## src/assert_macros.svh

```systemverilog
// ----------------------------------------------------------------------------
// Assertion macros
// Shared concurrent assertion shorthands, clocked on clk_i, off in reset.
// ----------------------------------------------------------------------------
`ifndef ASSERT_MACROS_SVH
`define ASSERT_MACROS_SVH

// same-cycle implication
`define GVBL_ASSERT_IMP(lbl, ante, cons) \
  lbl: assert property (@(posedge clk_i) disable iff (!rst_ni) (ante) |-> (cons)) \
    else $error("assertion failed");

// next-cycle implication
`define GVBL_ASSERT_NEXT(lbl, ante, cons) \
  lbl: assert property (@(posedge clk_i) disable iff (!rst_ni) (ante) |=> (cons)) \
    else $error("assertion failed");

`endif

```

## src/gvbl_pkg.sv

```systemverilog
// ----------------------------------------------------------------------------
// GC victim bucket lists package
// Sizes, codes, controller commands and shared index helpers.
// ----------------------------------------------------------------------------
package gvbl_pkg;

  localparam int DIES            = 8;
  localparam int BLOCKS_PER_DIE  = 1024;
  localparam int PAGES_PER_BLOCK = 128;
  localparam int NB              = PAGES_PER_BLOCK + 1;

  localparam int ACT_W  = 3;
  localparam int DIE_W  = 3;
  localparam int BLK_W  = 10;
  localparam int CNT_W  = 8;
  localparam int LINK_W = $clog2(BLOCKS_PER_DIE + 1);
  localparam int BKT_W  = $clog2(NB);
  localparam int QIDX_W = $clog2(DIES * NB);
  localparam int BIDX_W = $clog2(DIES * BLOCKS_PER_DIE);

  localparam logic [LINK_W-1:0] LINK_NONE = LINK_W'(BLOCKS_PER_DIE);
  localparam logic [BKT_W-1:0]  TOP_BKT   = BKT_W'(PAGES_PER_BLOCK);

  localparam logic [ACT_W-1:0] ACT_INSERT = 3'd0;
  localparam logic [ACT_W-1:0] ACT_REMOVE = 3'd1;
  localparam logic [ACT_W-1:0] ACT_PEEK   = 3'd2;
  localparam logic [ACT_W-1:0] ACT_POP    = 3'd3;
  localparam logic [ACT_W-1:0] ACT_PICK   = 3'd4;

  typedef enum logic [3:0] {
    S_IDLE, S_DEC, S_SCAN, S_CHK, S_RDHEAD, S_HEAD, S_POP,
    S_TAIL, S_INS_A, S_INS_B, S_LINKS, S_REM, S_OUT, S_CLR
  } state_e;

  typedef enum logic [3:0] {
    CMD_NONE, CMD_LOAD, CMD_DEC, CMD_SCAN, CMD_RD_HEAD, CMD_HEAD, CMD_POP,
    CMD_RD_TAIL, CMD_INS_A, CMD_INS_B, CMD_RD_LINKS, CMD_REM, CMD_OUT, CMD_CLR
  } cmd_e;

  typedef struct packed {
    logic [ACT_W-1:0] act;
    logic             req_ok;
    logic             scan_last;
    logic             found;
    logic             out_free;
    logic             clr_last;
  } dp_sts_t;

  function automatic logic [QIDX_W-1:0] qidx(input logic [DIE_W-1:0] d,
                                             input logic [BKT_W-1:0] q);
    return QIDX_W'(32'(d) * NB + 32'(q));
  endfunction

  function automatic logic [BIDX_W-1:0] bidx(input logic [DIE_W-1:0] d,
                                             input logic [BLK_W-1:0] b);
    return BIDX_W'(32'(d) * BLOCKS_PER_DIE + 32'(b));
  endfunction

endpackage

```

## src/gvbl_ctrl.sv

```systemverilog
// ----------------------------------------------------------------------------
// GC victim controller
// Sequences memory reads, relinks, bucket scans and the result beat.
// ----------------------------------------------------------------------------
`include "assert_macros.svh"

module gvbl_ctrl import gvbl_pkg::*; (
  input  logic    clk_i,
  input  logic    rst_ni,
  input  logic    in_valid_i,
  output logic    in_ready_o,
  input  dp_sts_t sts_i,
  output cmd_e    cmd_o
);

  state_e state_q, state_d;

  always_ff @(posedge clk_i or negedge rst_ni) begin
    if (!rst_ni) state_q <= S_CLR;
    else         state_q <= state_d;
  end

  always_comb begin
    state_d    = state_q;
    cmd_o      = CMD_NONE;
    in_ready_o = 1'b0;
    unique case (state_q)
      S_CLR: begin
        cmd_o = CMD_CLR;
        if (sts_i.clr_last) state_d = S_IDLE;
      end
      S_IDLE: begin
        in_ready_o = 1'b1;
        cmd_o      = CMD_LOAD;
        if (in_valid_i) state_d = S_DEC;
      end
      S_DEC: begin
        cmd_o = CMD_DEC;
        if (sts_i.act == ACT_PICK) state_d = S_SCAN;
        else if (!sts_i.req_ok) state_d = S_OUT;
        else if (sts_i.act == ACT_INSERT) state_d = S_TAIL;
        else if (sts_i.act == ACT_REMOVE) state_d = S_LINKS;
        else state_d = S_SCAN;
      end
      S_SCAN: begin
        cmd_o = CMD_SCAN;
        if (sts_i.scan_last) state_d = S_CHK;
      end
      S_CHK:    state_d = sts_i.found ? S_RDHEAD : S_OUT;
      S_RDHEAD: begin
        cmd_o   = CMD_RD_HEAD;
        state_d = S_HEAD;
      end
      S_HEAD: begin
        cmd_o   = CMD_HEAD;
        state_d = (sts_i.act == ACT_POP) ? S_POP : S_OUT;
      end
      S_POP: begin
        cmd_o   = CMD_POP;
        state_d = S_OUT;
      end
      S_TAIL: begin
        cmd_o   = CMD_RD_TAIL;
        state_d = S_INS_A;
      end
      S_INS_A: begin
        cmd_o   = CMD_INS_A;
        state_d = S_INS_B;
      end
      S_INS_B: begin
        cmd_o   = CMD_INS_B;
        state_d = S_OUT;
      end
      S_LINKS: begin
        cmd_o   = CMD_RD_LINKS;
        state_d = S_REM;
      end
      S_REM: begin
        cmd_o   = CMD_REM;
        state_d = S_OUT;
      end
      S_OUT: begin
        if (sts_i.out_free) begin
          cmd_o   = CMD_OUT;
          state_d = S_IDLE;
        end
      end
      default: state_d = S_IDLE;
    endcase
  end

  `GVBL_ASSERT_NEXT(a_accept_dec, in_valid_i && in_ready_o, state_q == S_DEC)
  `GVBL_ASSERT_IMP(a_out_free, cmd_o == CMD_OUT, sts_i.out_free)

endmodule

```

## config.mk

```make
export PLATFORM = sky130hd
export DESIGN_NAME = gvbl_ctrl
export DESIGN_NICKNAME = d
export VERILOG_FILES = /design/src/gvbl_pkg.sv /design/src/gvbl_ctrl.sv
export VERILOG_INCLUDE_DIRS = /design/src /design/src/src
export SDC_FILE = /design/constraint.sdc
export NUM_CORES = 1
export LEC_CHECK = 0
export BUFFER_PORTS_ARGS = -buffer_cell sky130_fd_sc_hd__buf_2
export CORE_AREA = 8 8 45 47
export CTS_CLUSTER_SIZE = 8
export DETAILED_ROUTE_END_ITERATION = 12
export DIE_AREA = 0 0 53 55
export HOLD_SLACK_MARGIN = 0.02
export SLEW_MARGIN = 20
export SYNTH_ARGS = -nofsm -noshare
export SYNTH_HDL_FRONTEND = slang
export SYNTH_SLANG_ARGS = --single-unit
```

## constraint.sdc

```tcl
create_clock -name clk_i -period 1.2 [get_ports clk_i]
set_input_delay 0 -clock clk_i [delete_from_list [all_inputs] [get_ports clk_i]]
set_output_delay 0 -clock clk_i [all_outputs]
set_load 0.01 [all_outputs]
```

==> results.cfg, run 1 <==
[status]
run_status = finished with violations
violations_in_the_final_reports = negative setup slack

[yosys]
synth.cell_area_um2 = 427.9
postSynthRegisterBits = 4
synth_top_area_share_pct = 18.42
synth.net_count = 69
post_synthesis_average_cell_area_um2 = 7.378
ys_seq_area_share_pct = 24.27
synthesized_area_fraction_occupied_by_ao_oa_aoi_and_oai_cells_pct = 31.58
yosys.area_share.adder_pct = 0
dominant_combinational_cell_family_by_area_after_synthesis = compound AO/OA/AOI/OAI gates
synthMuxAreaShare_pct = 5.848
synthDistinctLibCells = 31
yosysTopAreaCell = sky130_fd_sc_hd__dfstp_2
syn_inst = 58
synthesis.yosys.warnings = 0
synth_area_in_simple_gates_pct = 27.49
synthTopCellsByArea = sky130_fd_sc_hd__dfstp_2 (18%), sky130_fd_sc_hd__a21oi_1 (7.0%), sky130_fd_sc_hd__nor3_1 (7.0%)
post_synth_xor_area_fraction_pct = 0

[setup_path]
timing.reg2reg.setup_slack_ns = -0.14
worst_r2r_endpoint = state_q[3]$_DFFE_PN1P_
worstPathArrival_ns = 1.51
cp-end-kind = flip-flop
timing.critical_path.slowest_stage_cell = sky130_fd_sc_hd__dfstp_2
worst_r2r_path_depth = 5
worstPathMaxFanout = 2
critical_path.max_stage_delay_ns = 0.53
worst-setup-path-type = reg2reg
cp_data_required_time_ns = 1.37
timing.rr.start = state_q[0]$_DFFE_PN1P_
path_cells = buf_4 -> mux2_4 -> o211ai_2 -> o211ai_1 -> o21ai_2
start_kind = flip-flop

[clock_tree]
max-clock-path-buffers = 2
htree_levels = 1
clk_transition_reported_paths_ns = 0.04
cts_tree = built
clock_insertion_delay_worst_skew_ns = 0.24
cts_inserted_buffers = 3
numClockSinks = 4
clock_tree_root = sky130_fd_sc_hd__clkbuf_4

[sta]
fin_crit_sh_pct = 111.6
fin_crit_ns = 1.339
timing.slew.headroom_pct = 82.83
grt_setup_unrepaired = true
max_slew.worst_pin.slew_ns = 0.2555
worst_clock_skew_ns = 0.001702
finalSetupViolations = 8
report.final.hold_viol_count = 0
max_slew_violation_count = 0
setup_tns_ns = -0.6899
fin_worst_setup_slack_ns = -0.1388
max_freq_ghz = 0.7469

[worst_hold_path]
timing.hold.worst.start = sts_i[0]
min_to = state_q[0]$_DFFE_PN1P_
hold_path_class = in2reg
whs_path_cells = 4

[floorplan]
chipWidth_um = 53
initial_utilization_pct = 30.92
num_io_pins = 16
core-area_mm2 = 0.001384
die_h_um = 55
die_area_mm2 = 0.002915
std_cell_rows = 14

[power]
power.ir.vdd_worst_uv = 978.2
power.leakage_uw = 0.0003193
power-per-cell-area_mw_per_mm2 = 2733

[global_routing]
grt_pass1_vias = 519
grt_pass1_wl_um = 2235
globalRouteTotalUtil_pct = 10.23
pin_count_of_the_biggest_net_entering_global_routing = 20
antenna_found_initial = 0
grt_overflow = 0

[finish]
n_antenna_cell = 0
filler_cell_count = 144
numnets_final = 102
area_delta_synth_final_pct = 62.57
postLayoutCellArea_um2 = 695.7
reg.largest.list = state_q x4
largest_register_ffs = 4
drive_gt1_share_pct = 53.33
top_register = state_q

[detailed_routing]
routed_wirelength_um = 1416
drc = 0
post_drt_via_cell_ratio = 5.132
drt_pass_1_iters = 4
postRouteAntennaNets = 0
num_vias = 544
detail_route.iter0.violations = 15
drt-wirelength-per-cell_um = 13.36

[place]
port-buffer-count = 15
placed_cell_area_um2 = 571.8
dpl.hpwl_um = 991
place_congestion = 0.7496

[job]
cap_viol_max_count = 0
[power breakdown]
group | internal [uW] | total, uW | switching (uW)
logic | 724 | 1420 | 696
clock network | 125 | 188 | 62.8
registers | 240 | 293 | 53.0
total | 1090 | 1900 | 812
[cell usage in the layout (no fill, tap or decap), types with 2 or more instances in the layout]
master,Yosys,final
sky130_fd_sc_hd__nand3_1,2,2
sky130_fd_sc_hd__nand2_1,3,3
sky130_fd_sc_hd__a21oi_1,6,4
sky130_fd_sc_hd__o21ai_1,4,5
sky130_fd_sc_hd__clkbuf_4,0,3
sky130_fd_sc_hd__a31oi_1,2,2
sky130_fd_sc_hd__buf_4,1,15
sky130_fd_sc_hd__buf_2,4,15
sky130_fd_sc_hd__nand2b_1,2,2
sky130_fd_sc_hd__nor2_1,5,5
sky130_fd_sc_hd__dfstp_2,3,3
sky130_fd_sc_hd__buf_6,1,2
sky130_fd_sc_hd__nor3_1,6,5
sky130_fd_sc_hd__a21oi_2,0,2
[worst max-delay path by stage]
| stage | startpoint | to | slack, ns | depth (start not counted) |
|---|---|---|---|---|
| floorplan | state_q[0]$_DFFE_PN1P_ | state_q[3]$_DFFE_PN1P_ | 0.02 | 4 |
| finish | state_q[0]$_DFFE_PN1P_ | state_q[3]$_DFFE_PN1P_ | -0.14 | 5 |
| detailed placement | state_q[0]$_DFFE_PN1P_ | state_q[3]$_DFFE_PN1P_ | -0.02 | 4 |
| CTS | state_q[0]$_DFFE_PN1P_ | cmd_o[1] | -0.14 | 6 |
| global placement | state_q[0]$_DFFE_PN1P_ | state_q[3]$_DFFE_PN1P_ | 0.009 | 4 |
| global route | state_q[0]$_DFFE_PN1P_ | cmd_o[1] | -0.23 | 6 |
[cells by family (layout without fill, tap and decap cells)]
| kind of cell | after synthesis | count (layout) |
|---|---|---|
| multiplexers | 2 | 2 |
| flip-flops | 4 | 4 |
| buffers and inverters | 8 | 40 |
| AND/OR/NAND/NOR | 23 | 23 |
| AO/OA/AOI/OAI | 21 | 21 |
[metal layers]
layer	up-vias	part of all wire (%)	track usage, %	wire (um)
met1	247	43	10.67	604
met5	-	0	0	0
li1	277	-	-	-
met3	5	3.5	1.604	50
met2	15	51	18.16	724
met4	0	2.5	7.759	36
[cell type report]
cell class                      instances  area, um2  share of cell area (%)
Clock buffer                            4      26.28                   3.777
Inverter                                2      7.507                   1.079
Multi-Input combinational cell         46      296.5                   42.63
Sequential cell                         4      105.1                   15.11
Tap cell                               16      20.02                   2.878
Timing Repair Buffer                   34      240.2                   34.53
[per-stage QoR]
step                setup WS (ns)  total power, uW  utilization (%)  hold slack, ns  std cells
global placement         0.008823             1405            41.32         -0.1877         93
global route              -0.2251             2048            50.27         0.05752        106
finish                    -0.1388             1901            50.27         0.04539        106
CTS                       -0.1354             1729            46.84         0.03911        101
floorplan                 0.02317            996.5                -         -0.2956         58
detailed placement       -0.01506             1422            41.32         -0.1850         93
[critical path, delay by kind of cell, from the launching register on]
kind            cells  cell delay (ns)
compound gates      3             0.34
mux                 1             0.30
flops               1             0.53
buf+inv             1             0.11
[Yosys cell counts]
cell	instances
sky130_fd_sc_hd__a21oi_1	6
sky130_fd_sc_hd__nor3_1	6
sky130_fd_sc_hd__nor2_1	5
sky130_fd_sc_hd__buf_2	4
sky130_fd_sc_hd__o21ai_1	4
sky130_fd_sc_hd__dfstp_2	3
sky130_fd_sc_hd__nand2_1	3
sky130_fd_sc_hd__a31oi_1	2
sky130_fd_sc_hd__nand2b_1	2
sky130_fd_sc_hd__nand3_1	2
sky130_fd_sc_hd__a211oi_1	1
sky130_fd_sc_hd__a21boi_1	1
sky130_fd_sc_hd__a22o_1	1
sky130_fd_sc_hd__buf_4	1
sky130_fd_sc_hd__buf_6	1
sky130_fd_sc_hd__dfrtp_1	1
sky130_fd_sc_hd__inv_1	1
sky130_fd_sc_hd__inv_2	1
sky130_fd_sc_hd__mux2_4	1
sky130_fd_sc_hd__mux2i_1	1
sky130_fd_sc_hd__nand3b_1	1
sky130_fd_sc_hd__nand4_1	1
sky130_fd_sc_hd__nand4b_1	1
sky130_fd_sc_hd__nor2_2	1
sky130_fd_sc_hd__nor4_1	1
sky130_fd_sc_hd__o211ai_1	1
sky130_fd_sc_hd__o211ai_2	1
sky130_fd_sc_hd__o21ai_0	1
sky130_fd_sc_hd__o21ai_2	1
sky130_fd_sc_hd__o21bai_1	1
sky130_fd_sc_hd__o31ai_1	1
[what timing repair did]
action / 4_1_cts / 5_1_grt
hold endpoints to repair: 4 / 0
hold buffers: 1 / 0
buffers inserted: 3 / 5
pin swaps: 6 / 2
setup endpoints to repair: 6 / 8
resized for setup: 5 / 3
Note: power is estimated with default switching activity, not from simulation.
==> run 2, diff against run 1 <==
Settings changed: RECOVER_POWER from default to 25.
==> results.cfg, run 2 (synthesized netlist as in run 1, its figures left out) <==
[status]
run_status = finished with violations
violations_in_the_final_reports = negative setup slack

[clock_tree]
clock_insertion_delay_worst_skew_ns = 0.24
max-clock-path-buffers = 2
numClockSinks = 4
clk_transition_reported_paths_ns = 0.04
htree_levels = 1
cts_inserted_buffers = 3
clock_tree_root = sky130_fd_sc_hd__clkbuf_4
cts_tree = built

[sta]
max_slew.worst_pin.slew_ns = 0.2555
fin_crit_ns = 1.339
max_slew_violation_count = 0
final_hold_slack_ns = 0.04539
finalSetupViolations = 8
report.final.hold_viol_count = 0
fin_worst_setup_slack_ns = -0.1388
timing.slew.headroom_pct = 82.83
fin_crit_sh_pct = 111.6
max_freq_ghz = 0.7469
worst_clock_skew_ns = 0.001702
grt_setup_unrepaired = true

[setup_path]
start_kind = flip-flop
worst_r2r_endpoint = state_q[3]$_DFFE_PN1P_
path_cells = buf_4 -> mux2_4 -> o211ai_2 -> o211ai_1 -> o21ai_2
launching_element_of_the_worst_setup_path = state_q[0]$_DFFE_PN1P_
worstPathMaxFanout = 2
timing.rr.start = state_q[0]$_DFFE_PN1P_
worst_r2r_path_depth = 5
timing.reg2reg.setup_slack_ns = -0.14
setup.worst_path.end = state_q[3]$_DFFE_PN1P_
worst-setup-path-type = reg2reg
cp-end-kind = flip-flop
critical_path.max_stage_delay_ns = 0.53
cp_data_required_time_ns = 1.37
timing.critical_path.slowest_stage_cell = sky130_fd_sc_hd__dfstp_2
worstPathArrival_ns = 1.51

[job]
cap_viol_max_count = 0

[place]
place_worst_setup_slack_ns = -0.01506
port-buffer-count = 15
place_congestion = 0.7496
placed_cell_area_um2 = 571.8
dpl.hpwl_um = 991

[global_routing]
antenna_found_initial = 0
pin_count_of_the_biggest_net_entering_global_routing = 20
grt_overflow = 0
grt_pass1_vias = 519
globalRouteTotalUtil_pct = 10.23
grt_pass1_wl_um = 2235

[finish]
postLayoutCellArea_um2 = 694.4
top_register = state_q
numnets_final = 102
mostFrequentLayoutCell = sky130_fd_sc_hd__buf_4
filler_cell_count = 145
reg.largest.list = state_q x4
layout.core_utilization_pct = 50.18
n_antenna_cell = 0
top_library_cells_by_usage_in_the_layout_fill_and_taps_aside = sky130_fd_sc_hd__buf_4 (15), sky130_fd_sc_hd__buf_2 (14), sky130_fd_sc_hd__nor2_1 (5), sky130_fd_sc_hd__o21ai_1 (5), sky130_fd_sc_hd__nor3_1 (5)
area_delta_synth_final_pct = 62.28
drive_gt1_share_pct = 52.22
largest_register_ffs = 4

[floorplan]
core-area_mm2 = 0.001384
die_area_mm2 = 0.002915
std_cell_rows = 14
chipWidth_um = 53
initial_utilization_pct = 30.92
num_io_pins = 16
die_h_um = 55

[detailed_routing]
routed_wirelength_um = 1414
num_vias = 544
detail_route.iter0.violations = 15
drt-wirelength-per-cell_um = 13.34
post_drt_via_cell_ratio = 5.132
postRouteAntennaNets = 0
drc = 0
drt_pass_1_iters = 4

[power]
design_power_total_uw = 1900
power.leakage_uw = 0.0003165
power.ir.vdd_worst_uv = 978.1
power-per-cell-area_mw_per_mm2 = 2737

[worst_hold_path]
hold_path_class = in2reg
## run 2: final cells by class
type / count / area [um2] / share of cell area (%)
Tap cell: 16 / 20.02 / 2.883
Clock buffer: 4 / 26.28 / 3.784
Inverter: 2 / 7.507 / 1.081
Sequential cell: 4 / 105.1 / 15.14
Timing Repair Buffer: 34 / 239.0 / 34.41
Multi-Input combinational cell: 46 / 296.5 / 42.70
## run 2: critical path: cells and delay by family (launching register included)
kind	cells	cell delay, ns
flops	1	0.53
mux	1	0.30
buf+inv	1	0.11
compound gates	3	0.34
## run 2: worst min-delay path by stage
stage,from,endpoint,slack (ns),cells past startpoint
4_1_cts,sts_i[0],state_q[0]$_DFFE_PN1P_,0.04,4
3_5_place_dp,rst_ni,state_q[1]$_DFFE_PN0P_,-0.18,1
3_3_place_gp,rst_ni,state_q[1]$_DFFE_PN0P_,-0.19,1
6_report,sts_i[0],state_q[0]$_DFFE_PN1P_,0.05,4
2_1_floorplan,rst_ni,state_q[1]$_DFFE_PN0P_,-0.30,0
5_1_grt,sts_i[0],state_q[0]$_DFFE_PN1P_,0.06,4
## run 2: through the flow
stage                     setup TNS (ns)  instances
after global placement                 0         93
after global routing              -1.282        106
after floorplan                        0         58
after detailed placement        -0.01506         93
after CTS                        -0.5999        101
final                            -0.6896        106
## run 2: timing repair
action	in CTS	in global routing
endpoints found under the hold margin	4	0
buffers inserted	3	5
endpoints found under the setup margin	6	8
pin swaps	6	2
hold buffers	1	0
resized for setup	5	3
## run 2: power breakdown
group          internal (uW)  leakage [uW]  switching (uW)  total (uW)
clock network            125     0.0000150            62.8         188
registers                240     0.0000436            52.9         293
logic                    724      0.000258             696        1420
## run 2: routing by layer
metal  wire length, um  global-route usage [%]  vias up
met5                 0                       0        -
met4                36                   7.759        0
met3                50                   1.604        5
met2               723                   18.16       15
met1               603                   10.67      247
li1                  -                       -      277
